## config.mk

```make
export PLATFORM = sky130hd
export DESIGN_NAME = bha_ctrl
export DESIGN_NICKNAME = d
export VERILOG_FILES = /design/src/hdl/bha_pkg.sv /design/src/hdl/bha_ctrl.sv
export SDC_FILE = /design/constraint.sdc
export NUM_CORES = 1
export LEC_CHECK = 0
export BUFFER_PORTS_ARGS = -buffer_cell sky130_fd_sc_hd__buf_4
export CORE_AREA = 10 10 47 49
export CTS_CLUSTER_SIZE = 40
export DETAILED_ROUTE_END_ITERATION = 7
export DIE_AREA = 0 0 57 59
export PLACE_DENSITY = 0.71
export SYNTH_ARGS = -nofsm -noshare
export SYNTH_HDL_FRONTEND = slang
export SYNTH_SLANG_ARGS = --single-unit
```

## constraint.sdc

```tcl
create_clock -name clk -period 1.5 [get_ports clk]
set_input_delay 0.3 -clock clk [delete_from_list [all_inputs] [get_ports clk]]
set_output_delay 0.3 -clock clk [all_outputs]
set_load 0.005 [all_outputs]
```

## src/hdl/bha_pkg.sv

```systemverilog
`timescale 1ns / 1ps

package bha_pkg;

	localparam int HANDLE_W  = 16;
	localparam int WORD_BITS = 64;
	localparam int WORD_LOG2 = 6;
	localparam int NBYTES    = WORD_BITS / 8;

	typedef enum logic [1:0] {
		OP_ALLOC   = 2'd0,
		OP_RESERVE = 2'd1,
		OP_FREE    = 2'd2,
		OP_QUERY   = 2'd3
	} kind_t;

	typedef enum logic [2:0] {
		ST_OK            = 3'd0,
		ST_BAD_PRIMARY   = 3'd1,
		ST_BAD_SECONDARY = 3'd2,
		ST_NONE_FREE     = 3'd3,
		ST_ALREADY       = 3'd4,
		ST_NEVER_USED    = 3'd5,
		ST_NOT_ALLOC     = 3'd6
	} status_t;

	typedef enum logic [1:0] {
		CFG_PRIMARY = 2'd0,
		CFG_SEC_LOW = 2'd1,
		CFG_SEC_HIGH = 2'd2
	} cfg_index_t;

	typedef enum logic [2:0] {
		S_CLEAR,
		S_IDLE,
		S_CHECK,
		S_READ,
		S_SCAN,
		S_FINISH
	} ctl_state_t;

	typedef struct packed {
		logic    clear_en;
		logic    capture;
		logic    single_read;
		logic    scan_start;
		logic    scan_stop;
		logic    set_active;
		logic    wr_set;
		logic    wr_clr;
		logic    wr_alloc;
		logic    res_load;
		status_t res_status;
		logic    res_alloc;
		logic    res_used;
		logic    out_load;
	} cmd_t;

	typedef struct packed {
		kind_t kind;
		logic  prim_ok;
		logic  sec_ok;
		logic  range_empty;
		logic  active;
		logic  bit_set;
		logic  s2_valid;
		logic  s2_found;
		logic  s2_last;
		logic  clear_last;
		logic  out_free;
	} sts_t;

endpackage

```

## src/hdl/bha_ctrl.sv

```systemverilog
`timescale 1ns / 1ps

module bha_ctrl
	import bha_pkg::*;
(
	input  logic clk,
	input  logic arst_n,
	input  logic s_tvalid,
	output logic s_tready,
	input  sts_t sts,
	output cmd_t cmd
);

	ctl_state_t state_q, state_d;

	always_ff @(posedge clk or negedge arst_n) begin
		if (!arst_n) begin
			state_q <= S_CLEAR;
		end else begin
			state_q <= state_d;
		end
	end

	always_comb begin
		state_d  = state_q;
		cmd      = '0;
		s_tready = 1'b0;
		unique case (state_q)
			S_CLEAR: begin
				cmd.clear_en = 1'b1;
				if (sts.clear_last) begin
					state_d = S_IDLE;
				end
			end
			S_IDLE: begin
				s_tready = 1'b1;
				if (s_tvalid) begin
					cmd.capture = 1'b1;
					state_d = S_CHECK;
				end
			end
			S_CHECK: begin
				if (!sts.prim_ok) begin
					cmd.res_load   = 1'b1;
					cmd.res_status = ST_BAD_PRIMARY;
					state_d = S_FINISH;
				end else if (sts.kind == OP_ALLOC) begin
					cmd.set_active = 1'b1;
					if (sts.range_empty) begin
						cmd.res_load   = 1'b1;
						cmd.res_status = ST_NONE_FREE;
						state_d = S_FINISH;
					end else begin
						cmd.scan_start = 1'b1;
						state_d = S_SCAN;
					end
				end else if (!sts.sec_ok) begin
					cmd.res_load   = 1'b1;
					cmd.res_status = ST_BAD_SECONDARY;
					state_d = S_FINISH;
				end else begin
					cmd.single_read = 1'b1;
					state_d = S_READ;
				end
			end
			S_READ: begin
				cmd.res_load = 1'b1;
				state_d = S_FINISH;
				case (sts.kind)
					OP_RESERVE: begin
						cmd.set_active = 1'b1;
						if (sts.bit_set) begin
							cmd.res_status = ST_ALREADY;
						end else begin
							cmd.wr_set = 1'b1;
						end
					end
					OP_FREE: begin
						if (!sts.active) begin
							cmd.res_status = ST_NEVER_USED;
						end else if (!sts.bit_set) begin
							cmd.res_status = ST_NOT_ALLOC;
						end else begin
							cmd.wr_clr = 1'b1;
						end
					end
					default: begin
						cmd.res_used = sts.active & sts.bit_set;
					end
				endcase
			end
			S_SCAN: begin
				if (sts.s2_valid && sts.s2_found) begin
					cmd.wr_alloc  = 1'b1;
					cmd.res_load  = 1'b1;
					cmd.res_alloc = 1'b1;
					cmd.scan_stop = 1'b1;
					state_d = S_FINISH;
				end else if (sts.s2_valid && sts.s2_last) begin
					cmd.res_load   = 1'b1;
					cmd.res_status = ST_NONE_FREE;
					cmd.scan_stop  = 1'b1;
					state_d = S_FINISH;
				end
			end
			S_FINISH: begin
				if (sts.out_free) begin
					cmd.out_load = 1'b1;
					state_d = S_IDLE;
				end
			end
			default: begin
				state_d = S_IDLE;
			end
		endcase
	end

	a_out_free: assert property (@(posedge clk) disable iff (!arst_n)
		cmd.out_load |-> sts.out_free)
		else $error("result loaded over a result not yet taken");

	a_read_after_check: assert property (@(posedge clk) disable iff (!arst_n)
		state_q == S_READ |-> $past(cmd.single_read))
		else $error("read data used without a read issued");

endmodule

```

==> results.yml, run 1 <==
outcome:
  status: "complete, but fails checks"
  violations: "negative setup slack"
sta:
  slew_viol_final: 0
  min_period_ns: 1.73
  finalSetupViolCount: 17
  hold_viol_final: 0
  max_freq_mhz: 579
  clock_skew_ns: 0.00552
  final.setup.worst_slack_ns: -0.227
  worst_slew_pin_slew_ns: 0.491
  fin_crit_sh_pct: 115
  rsz0062_at_grt: "true"
  slew_headroom_pct: 67.2
synth:
  synth_top_area_cell: "dfrtp_1"
  synth_area_leaders: "dfrtp_1 (16%), ha_1 (10%), nand2_1 (6.3%), and4bb_2 (5.2%), nor4bb_4 (5.2%)"
  yosysWarnings: 0
  syn_inst: 62
  synth_edf_count: 0
  syn_avg_cell_area_um2: 7.75
  synth-main-ff-cell: "dfrtp_1"
  syn-num-nets: 81
  synth_area_um2: 480
  synthTopCellsByCount: "nand2_1 (8), a21oi_1 (4), ha_1 (4), inv_1 (4), nand3_1 (4)"
  ys_async_sr_fraction_pct: 100
  synth_seq_cells: 3
  yosysMostFrequentCell: "nand2_1"
  netlist.area_leader.share_pct: 15.6
  yosysSeqAreaShare_pct: 15.6
  ys_types: 30
layout:
  area.growth.synth_to_final_pct: 75.5
  drive_gt1_share_pct: 51.5
  nNetsFinal: 123
  multi_input_area_um2: 375
  insertedDiodeCount: 0
  largest_register_ffs: 3
  seqCellArea_um2: 77.6
  final_area_um2: 843
  fin_cells: 119
  reg.largest.list: "state_q x3"
  regMostFlops: "state_q"
  nFillCells: 129
critical_path:
  r2r_slack_ns: 0.06
  slowest_delay_ns: 0.46
  critPathLaunchType: "flop"
  cp_cell_sequence: "nor4bb_4 > and3b_2 > buf_6"
  crit_slowest_cell: "dfrtp_2"
  r2r_start: "state_q[0]"
  crit_fanout: 8
  end_kind: "output pin"
  r2r_end: "state_q[0]"
  crit_arrival_ns: 1.43
  worstSetupPathType: "flop to output pin"
  r2r_cells: 4
  critPathRequiredTime_ns: 1.20
route:
  remaining_drc_errors: 0
  ant_nets: 0
  wl_mm: 1.83
  avgRoutedWirePerCell_um: 15.4
  first_pass_iters: 4
  vias: 621
  viasPerCell: 5.22
  first_iter_violations: 18
placed_design:
  pre_cts_slack_ns: -0.00978
  hpwlAfterDp_mm: 1.40
  dpl.cell_count: 112
  numPortBuffers: 31
  gp_congestion: 0.826
  dpl-instance-area_um2: 754
power:
  leakagePower_uw: 0.000436
  power.total_uw: 954
  ir_drop_mv: 0.610
  p_per_area_nw_per_um2: 1130
global_route:
  grt_max_degree: 12
  grt_pass1_wl_mm: 2.91
  grt_usage_pct: 10.6
  grt_remaining_overflow: 0
  grt_pass1_vias: 644
  antenna_found_initial: 0
hold_path:
  hold_depth: 3
  worstHoldStart: "s_tvalid"
  hp-class: "primary input to flop"
  hold_end: "state_q[1]"
floorplan:
  fp.dieH_um: 59
  core_area_um2: 1400
  start_util_pct: 34.3
  die_area_um2: 3360
  rows: 14
  ios: 32
  die_w_um: 57
clock_network:
  cts_buffers: 3
  cts.clk_slew.worst_paths_ns: 0.04
  htree_levels: 1
  numClockSinks: 3
  cts_buffer_depth: 2
  clockRootBuffer: "clkbuf_4"
  clk_latency_ns: 0.23
  cts_tree: "yes"
job:
  maxCapViolCount: 0
[final cells by class]
type | count | area share [%]
timing repair buffer | 41 | 39.0
clock buffer | 4 | 3.12
multi-input combinational | 51 | 44.5
inverter | 4 | 1.78
sequential | 3 | 9.20
tap | 16 | 2.37
[layout by cell type, fill, tap and decap left out, types with 3 or more instances in the layout]
cell,n
a21oi_1,4
buf_4,35
buf_6,5
clkbuf_4,3
ha_1,4
inv_1,4
nand2_1,7
nand2b_1,3
nand3_1,4
nor2_1,3
[worst max-delay path, delay by kind of cell (launching register included)]
| family | cells | cell delay [ns] |
|---|---|---|
| DFF | 1 | 0.46 |
| buffers and inverters | 1 | 0.10 |
| and+or+nand+nor | 2 | 0.62 |
[cell families after synthesis]
family                     count (synthesis)  synth area share, %
adders and majority gates                  4                 10.4
DFF                                        3                 15.6
and+or+nand+nor                           35                 47.4
AOI/OAI and AO/OA                         12                 16.9
buffers and inverters                      8                 9.63
[stage by stage]
step | TNS, ns | util [%] | hold slack (ns)
global route | -2.94 | 60.2 | 0.386
finish | -1.92 | 60.2 | 0.355
global placement | 0 | 53.8 | 0.0899
floorplan | 0 | - | 0.00441
CTS | -1.92 | 60.1 | 0.348
detailed placement | -0.00978 | 53.8 | 0.0904
[worst max path at each step]
stage,from,to,slack (ns),cells past startpoint
after floorplan,state_q[2],cmd[12],0.18,3
after global routing,state_q[1],cmd[14],-0.26,4
after global placement,sts[10],cmd[6],0.02,7
final,state_q[2],cmd[12],-0.23,3
after CTS,state_q[2],cmd[12],-0.21,3
after detailed placement,state_q[2],cmd[12],-0.01,3
[layer usage]
metal | wire [µm] | track usage, %
met1 | 716 | 10.3
met3 | 134 | 3.00
met4 | 48 | 4.03
met5 | 0 | 0
met2 | 927 | 20.5
[power breakdown]
part,total [µW],internal (µW),switching (µW),leakage (µW)
Combinational,626,351,275,0.000386
Clock,147,100,46.7,0.0000150
Sequential,181,120,60.8,0.0000345
Total,954,571,383,0.000436
[what timing repair did]
| item | CTS | global route |
|---|---|---|
| endpoints found under the hold margin | 3 | 0 |
| gates resized for setup | 11 | 1 |
| endpoints found under the setup margin | 17 | 18 |
| pin swaps | 7 | 0 |
| cloned | 0 | 0 |
| buffers inserted | 2 | 0 |
| hold buffers | 1 | 0 |
Note: power is estimated with default switching activity, not from simulation.
==> run 2, diff against run 1 <==
--- a/config.mk
+++ b/config.mk
@@ -7,10 +7,12 @@
 export LEC_CHECK = 0
 export BUFFER_PORTS_ARGS = -buffer_cell sky130_fd_sc_hd__buf_4
 export CORE_AREA = 10 10 47 49
+export CTS_BUF_LIST = sky130_fd_sc_hd__clkbuf_8
 export CTS_CLUSTER_SIZE = 40
 export DETAILED_ROUTE_END_ITERATION = 7
 export DIE_AREA = 0 0 57 59
 export PLACE_DENSITY = 0.71
+export SKIP_CTS_REPAIR_TIMING = 1
 export SYNTH_ARGS = -nofsm -noshare
 export SYNTH_HDL_FRONTEND = slang
 export SYNTH_SLANG_ARGS = --single-unit
==> results.yml, run 2 (synthesis gave the netlist of run 1 again) <==
sta:
  fin_crit_sh_pct: 114
  finalSetupViolCount: 15
  tns_ns: -1.61
  clock_skew_ns: 0.00152
  min_period_ns: 1.70
  slew_viol_final: 0
  hold_viol_final: 0
  rsz0062_at_grt: "true"
  max_freq_mhz: 587
  slew_headroom_pct: 70.2
  final.setup.worst_slack_ns: -0.203
  worst_slew_pin_slew_ns: 0.446
layout:
  reg.largest.list: "state_q x3"
  final_area_um2: 902
  area.growth.synth_to_final_pct: 87.8
  insertedDiodeCount: 0
  layout_common_cells: "buf_4 (36), nand2_1 (8), buf_6 (7)"
  nNetsFinal: 126
  final_core_util_pct: 64.4
  largest_register_ffs: 3
  regMostFlops: "state_q"
  drive_gt1_share_pct: 53.8
  final_common_cell: "buf_4"
critical_path:
  r2r_start: "state_q[0]"
  worstSetupPathType: "flop to output pin"
  critPathLaunchType: "flop"
  crit_arrival_ns: 1.40
  r2r_cells: 4
  crit_start: "state_q[2]"
  critPathRequiredTime_ns: 1.20
  crit_fanout: 8
  r2r_end: "state_q[0]"
  crit_end: "cmd[12]"
  r2r_slack_ns: 0.09
  end_kind: "output pin"
global_route:
  antenna_found_initial: 0
  grt_max_degree: 12
  grt_pass1_wl_mm: 2.80
  grt_usage_pct: 10.0
  grt_remaining_overflow: 0
  grt_pass1_vias: 643
floorplan:
  die_w_um: 57
  rows: 14
  core_area_um2: 1400
  die_area_um2: 3360
  start_util_pct: 34.3
  ios: 32
  fp.dieH_um: 59
power:
  combPwrFrac_pct: 62.5
  p_per_area_nw_per_um2: 1230
  power.total_uw: 1110
  power_switching_uw: 413
  seqPwrFrac_pct: 16.7
  p_int_uw: 695
  power.share.clock_pct: 20.8
  ir_drop_mv: 0.897
  leakagePower_uw: 0.000464
  switching_share_pct: 37.3
placed_design:
  gp_congestion: 0.826
  dpl-instance-area_um2: 754
  numPortBuffers: 31
  hpwlAfterDp_mm: 1.40
route:
  viasPerCell: 5.14
  avgRoutedWirePerCell_um: 15.4
  first_iter_violations: 6
  first_pass_iters: 4
  wl_mm: 1.88
  remaining_drc_errors: 0
  ant_nets: 0
  vias: 627
clock_network:
  cts_tree: "yes"
  htree_levels: 1
  numClockSinks: 3
  cts_buffer_depth: 2
  cts.clk_slew.worst_paths_ns: 0.03
  cts_buffers: 3
  clk_latency_ns: 0.22
  clockRootBuffer: "clkbuf_8"
hold_path:
  hp-class: "primary input to flop"
job:
  maxCapViolCount: 0
outcome:
  violations: "negative setup slack"
  status: "complete, but fails checks"
[run 2: layout make-up]
type / count / area, µm²
inverters: 4 / 15.0
repair buffers: 44 / 359
multi-input cells: 51 / 385
clock inverters: 1 / 3.75
well taps: 16 / 20.0
flip-flops and latches: 3 / 77.6
clock buffers: 3 / 41.3
fillers: 120 / 499
[run 2: critical path: stages, from the launching register on]
cell and delay (ns):
dfrtp_2 0.46, nor4bb_4 0.35, and3b_2 0.27, buf_6 0.10
[run 2: per-layer routing]
layer  global-route usage (%)  wire length (µm)  vias up
li1                         -                 -      307
met1                     9.81               782      299
met2                     18.1               965       21
met3                     3.65               130        0
met4                     5.03                 0        0
met5                        0                 0        -
[run 2: worst min-delay path by stage]
| stage | start | slack (ns) | cells past startpoint | end |
|---|---|---|---|---|
| final | s_tvalid | 0.37 | 3 | state_q[1] |
| after global routing | s_tvalid | 0.40 | 3 | state_q[1] |
| after CTS | arst_n | -0.14 | 1 | state_q[2] |
| after detailed placement | arst_n | 0.09 | 1 | state_q[0] |
| after global placement | arst_n | 0.09 | 1 | state_q[0] |
| after floorplan | arst_n | 0.004 | 0 | state_q[0] |
[run 2: power by group through the flow]
stage,clock [µW],sequential [µW],combinational (µW)
detailed placement,0,178,548
global route,241,192,751
CTS,234,180,558
finish,231,185,692
global placement,0,175,545
floorplan,0,141,324
[run 2: metrics by stage]
stage	std cells	hold slack [ns]	worst slack (ns)
floorplan	62	0.00441	0.181
global placement	112	0.0899	0.0194
detailed placement	112	0.0904	-0.00978
CTS	116	-0.137	-0.256
global route	122	0.404	-0.251
finish	122	0.372	-0.203
==> run 3, diff against run 2 <==
--- a/config.mk
+++ b/config.mk
@@ -5,7 +5,7 @@
 export SDC_FILE = /design/constraint.sdc
 export NUM_CORES = 1
 export LEC_CHECK = 0
-export BUFFER_PORTS_ARGS = -buffer_cell sky130_fd_sc_hd__buf_4
+export BUFFER_PORTS_ARGS = -buffer_cell sky130_fd_sc_hd__buf_2
 export CORE_AREA = 10 10 47 49
 export CTS_BUF_LIST = sky130_fd_sc_hd__clkbuf_8
 export CTS_CLUSTER_SIZE = 40
==> results.yml, run 3 (synthesis gave the netlist of run 1 again) <==
route:
  ant_nets: 0
  avgRoutedWirePerCell_um: 15.1
  viasPerCell: 5.23
  first_pass_iters: 4
  remaining_drc_errors: 0
  wl_mm: 1.81
  vias: 627
  first_iter_violations: 14
power:
  combPwrFrac_pct: 60.6
  power_switching_uw: 410
  ir_drop_mv: 0.710
  p_int_uw: 662
  power.share.clock_pct: 21.6
  leakagePower_uw: 0.000451
  switching_share_pct: 38.3
  p_per_area_nw_per_um2: 1320
  seqPwrFrac_pct: 17.7
floorplan:
  die_area_um2: 3360
  rows: 14
  start_util_pct: 34.3
  ios: 32
  fp.dieH_um: 59
  die_w_um: 57
  core_area_um2: 1400
global_route:
  grt_max_degree: 10
  grt_remaining_overflow: 0
  grt_pass1_wl_mm: 2.71
  antenna_found_initial: 0
  grt_pass1_vias: 635
  grt_usage_pct: 9.96
layout:
  drive_gt1_share_pct: 53.8
  fin_cells: 120
  insertedDiodeCount: 0
  area.growth.synth_to_final_pct: 69.0
  layout_common_cells: "buf_2 (29), nand2_1 (8), buf_4 (7)"
  final_common_cell: "buf_2"
  nNetsFinal: 124
  regMostFlops: "state_q"
  reg.largest.list: "state_q x3"
  largest_register_ffs: 3
clock_network:
  cts.clk_slew.worst_paths_ns: 0.03
  clockRootBuffer: "clkbuf_8"
  cts_tree: "yes"
  clk_latency_ns: 0.22
  numClockSinks: 3
  cts_buffer_depth: 2
  cts_buffers: 3
  htree_levels: 1
sta:
  slew_viol_final: 0
  clock_skew_ns: 0.000321
  min_period_ns: 1.69
  fin_crit_sh_pct: 113
  tns_ns: -1.74
  final.setup.worst_slack_ns: -0.188
  hold_viol_final: 0
  worst_slew_pin_slew_ns: 0.401
  max_freq_mhz: 593
  finalSetupViolCount: 17
  slew_headroom_pct: 73.2
  rsz0062_at_grt: "true"
critical_path:
  slowest_delay_ns: 0.46
  crit_fanout: 7
  crit_arrival_ns: 1.39
  crit_slowest_cell: "dfrtp_2"
  cp_cell_sequence: "buf_4 > nor3b_4 > and2_4 > buf_2"
  critPathRequiredTime_ns: 1.20
  critPathLaunchType: "flop"
  worstSetupPathType: "flop to output pin"
  end_kind: "output pin"
placed_design:
  numPortBuffers: 31
  dpl.cell_count: 110
  gp_congestion: 0.824
  hpwlAfterDp_mm: 1.29
  pre_cts_slack_ns: 0.00485
outcome:
  violations: "negative setup slack"
  status: "complete, but fails checks"
job:
  maxCapViolCount: 0
hold_path:
  hp-class: "primary input to flop"
-- run 3: per-stage QoR --
stage | total power [µW] | area [µm²] | hold WS [ns] | util [%]
after floorplan | 465 | 480 | 0.00441 | -
after global placement | 636 | 662 | 0.0955 | 47.2
after detailed placement | 644 | 662 | 0.0963 | 47.2
after CTS | 878 | 707 | -0.131 | 50.4
after global routing | 1140 | 812 | 0.381 | 57.9
final | 1070 | 812 | 0.361 | 57.9
-- run 3: cell type report --
cell class / count / area (µm²)
clock inverters: 1 / 3.75
repair buffers: 42 / 264
flip-flops and latches: 3 / 78.8
clock buffers: 3 / 41.3
multi-input cells: 51 / 389
inverters: 4 / 15.0
fillers: 127 / 589
well taps: 16 / 20.0
-- run 3: critical path, delay by kind of cell (launching register included) --
| kind | cells | cell delay (ns) |
|---|---|---|
| buffers and inverters | 2 | 0.30 |
| flip-flops | 1 | 0.46 |
| AND/OR/NAND/NOR | 2 | 0.41 |
-- run 3: final timing paths --
check,start,endpoint,slack (ns),depth (start not counted)
max,state_q[2],cmd[14],-0.19,4
min,s_tvalid,state_q[1],0.36,3
max reg2reg,state_q[0],state_q[0],0.13,4
min reg2reg,state_q[1],state_q[1],0.59,2
max in group asynchronous,arst_n,state_q[2],0.98,2
min in group asynchronous,arst_n,state_q[0],0.41,2
-- run 3: power groups by stage --
stage | clock (µW) | combinational (µW) | sequential (µW)
2_1_floorplan | 0 | 324 | 141
3_3_place_gp | 0 | 449 | 187
3_5_place_dp | 0 | 457 | 187
4_1_cts | 231 | 461 | 186
5_1_grt | 244 | 702 | 196
6_report | 232 | 650 | 190
-- run 3: per-layer routing --
metal / vias to the layer above / part of all wire, % / global-route usage, %
met1: 301 / 44 / 10.8
met3: 2 / 3.3 / 3.22
met4: 0 / 0.94 / 7.72
li1: 303 / - / -
met2: 21 / 52 / 15.8
met5: - / 0 / 0
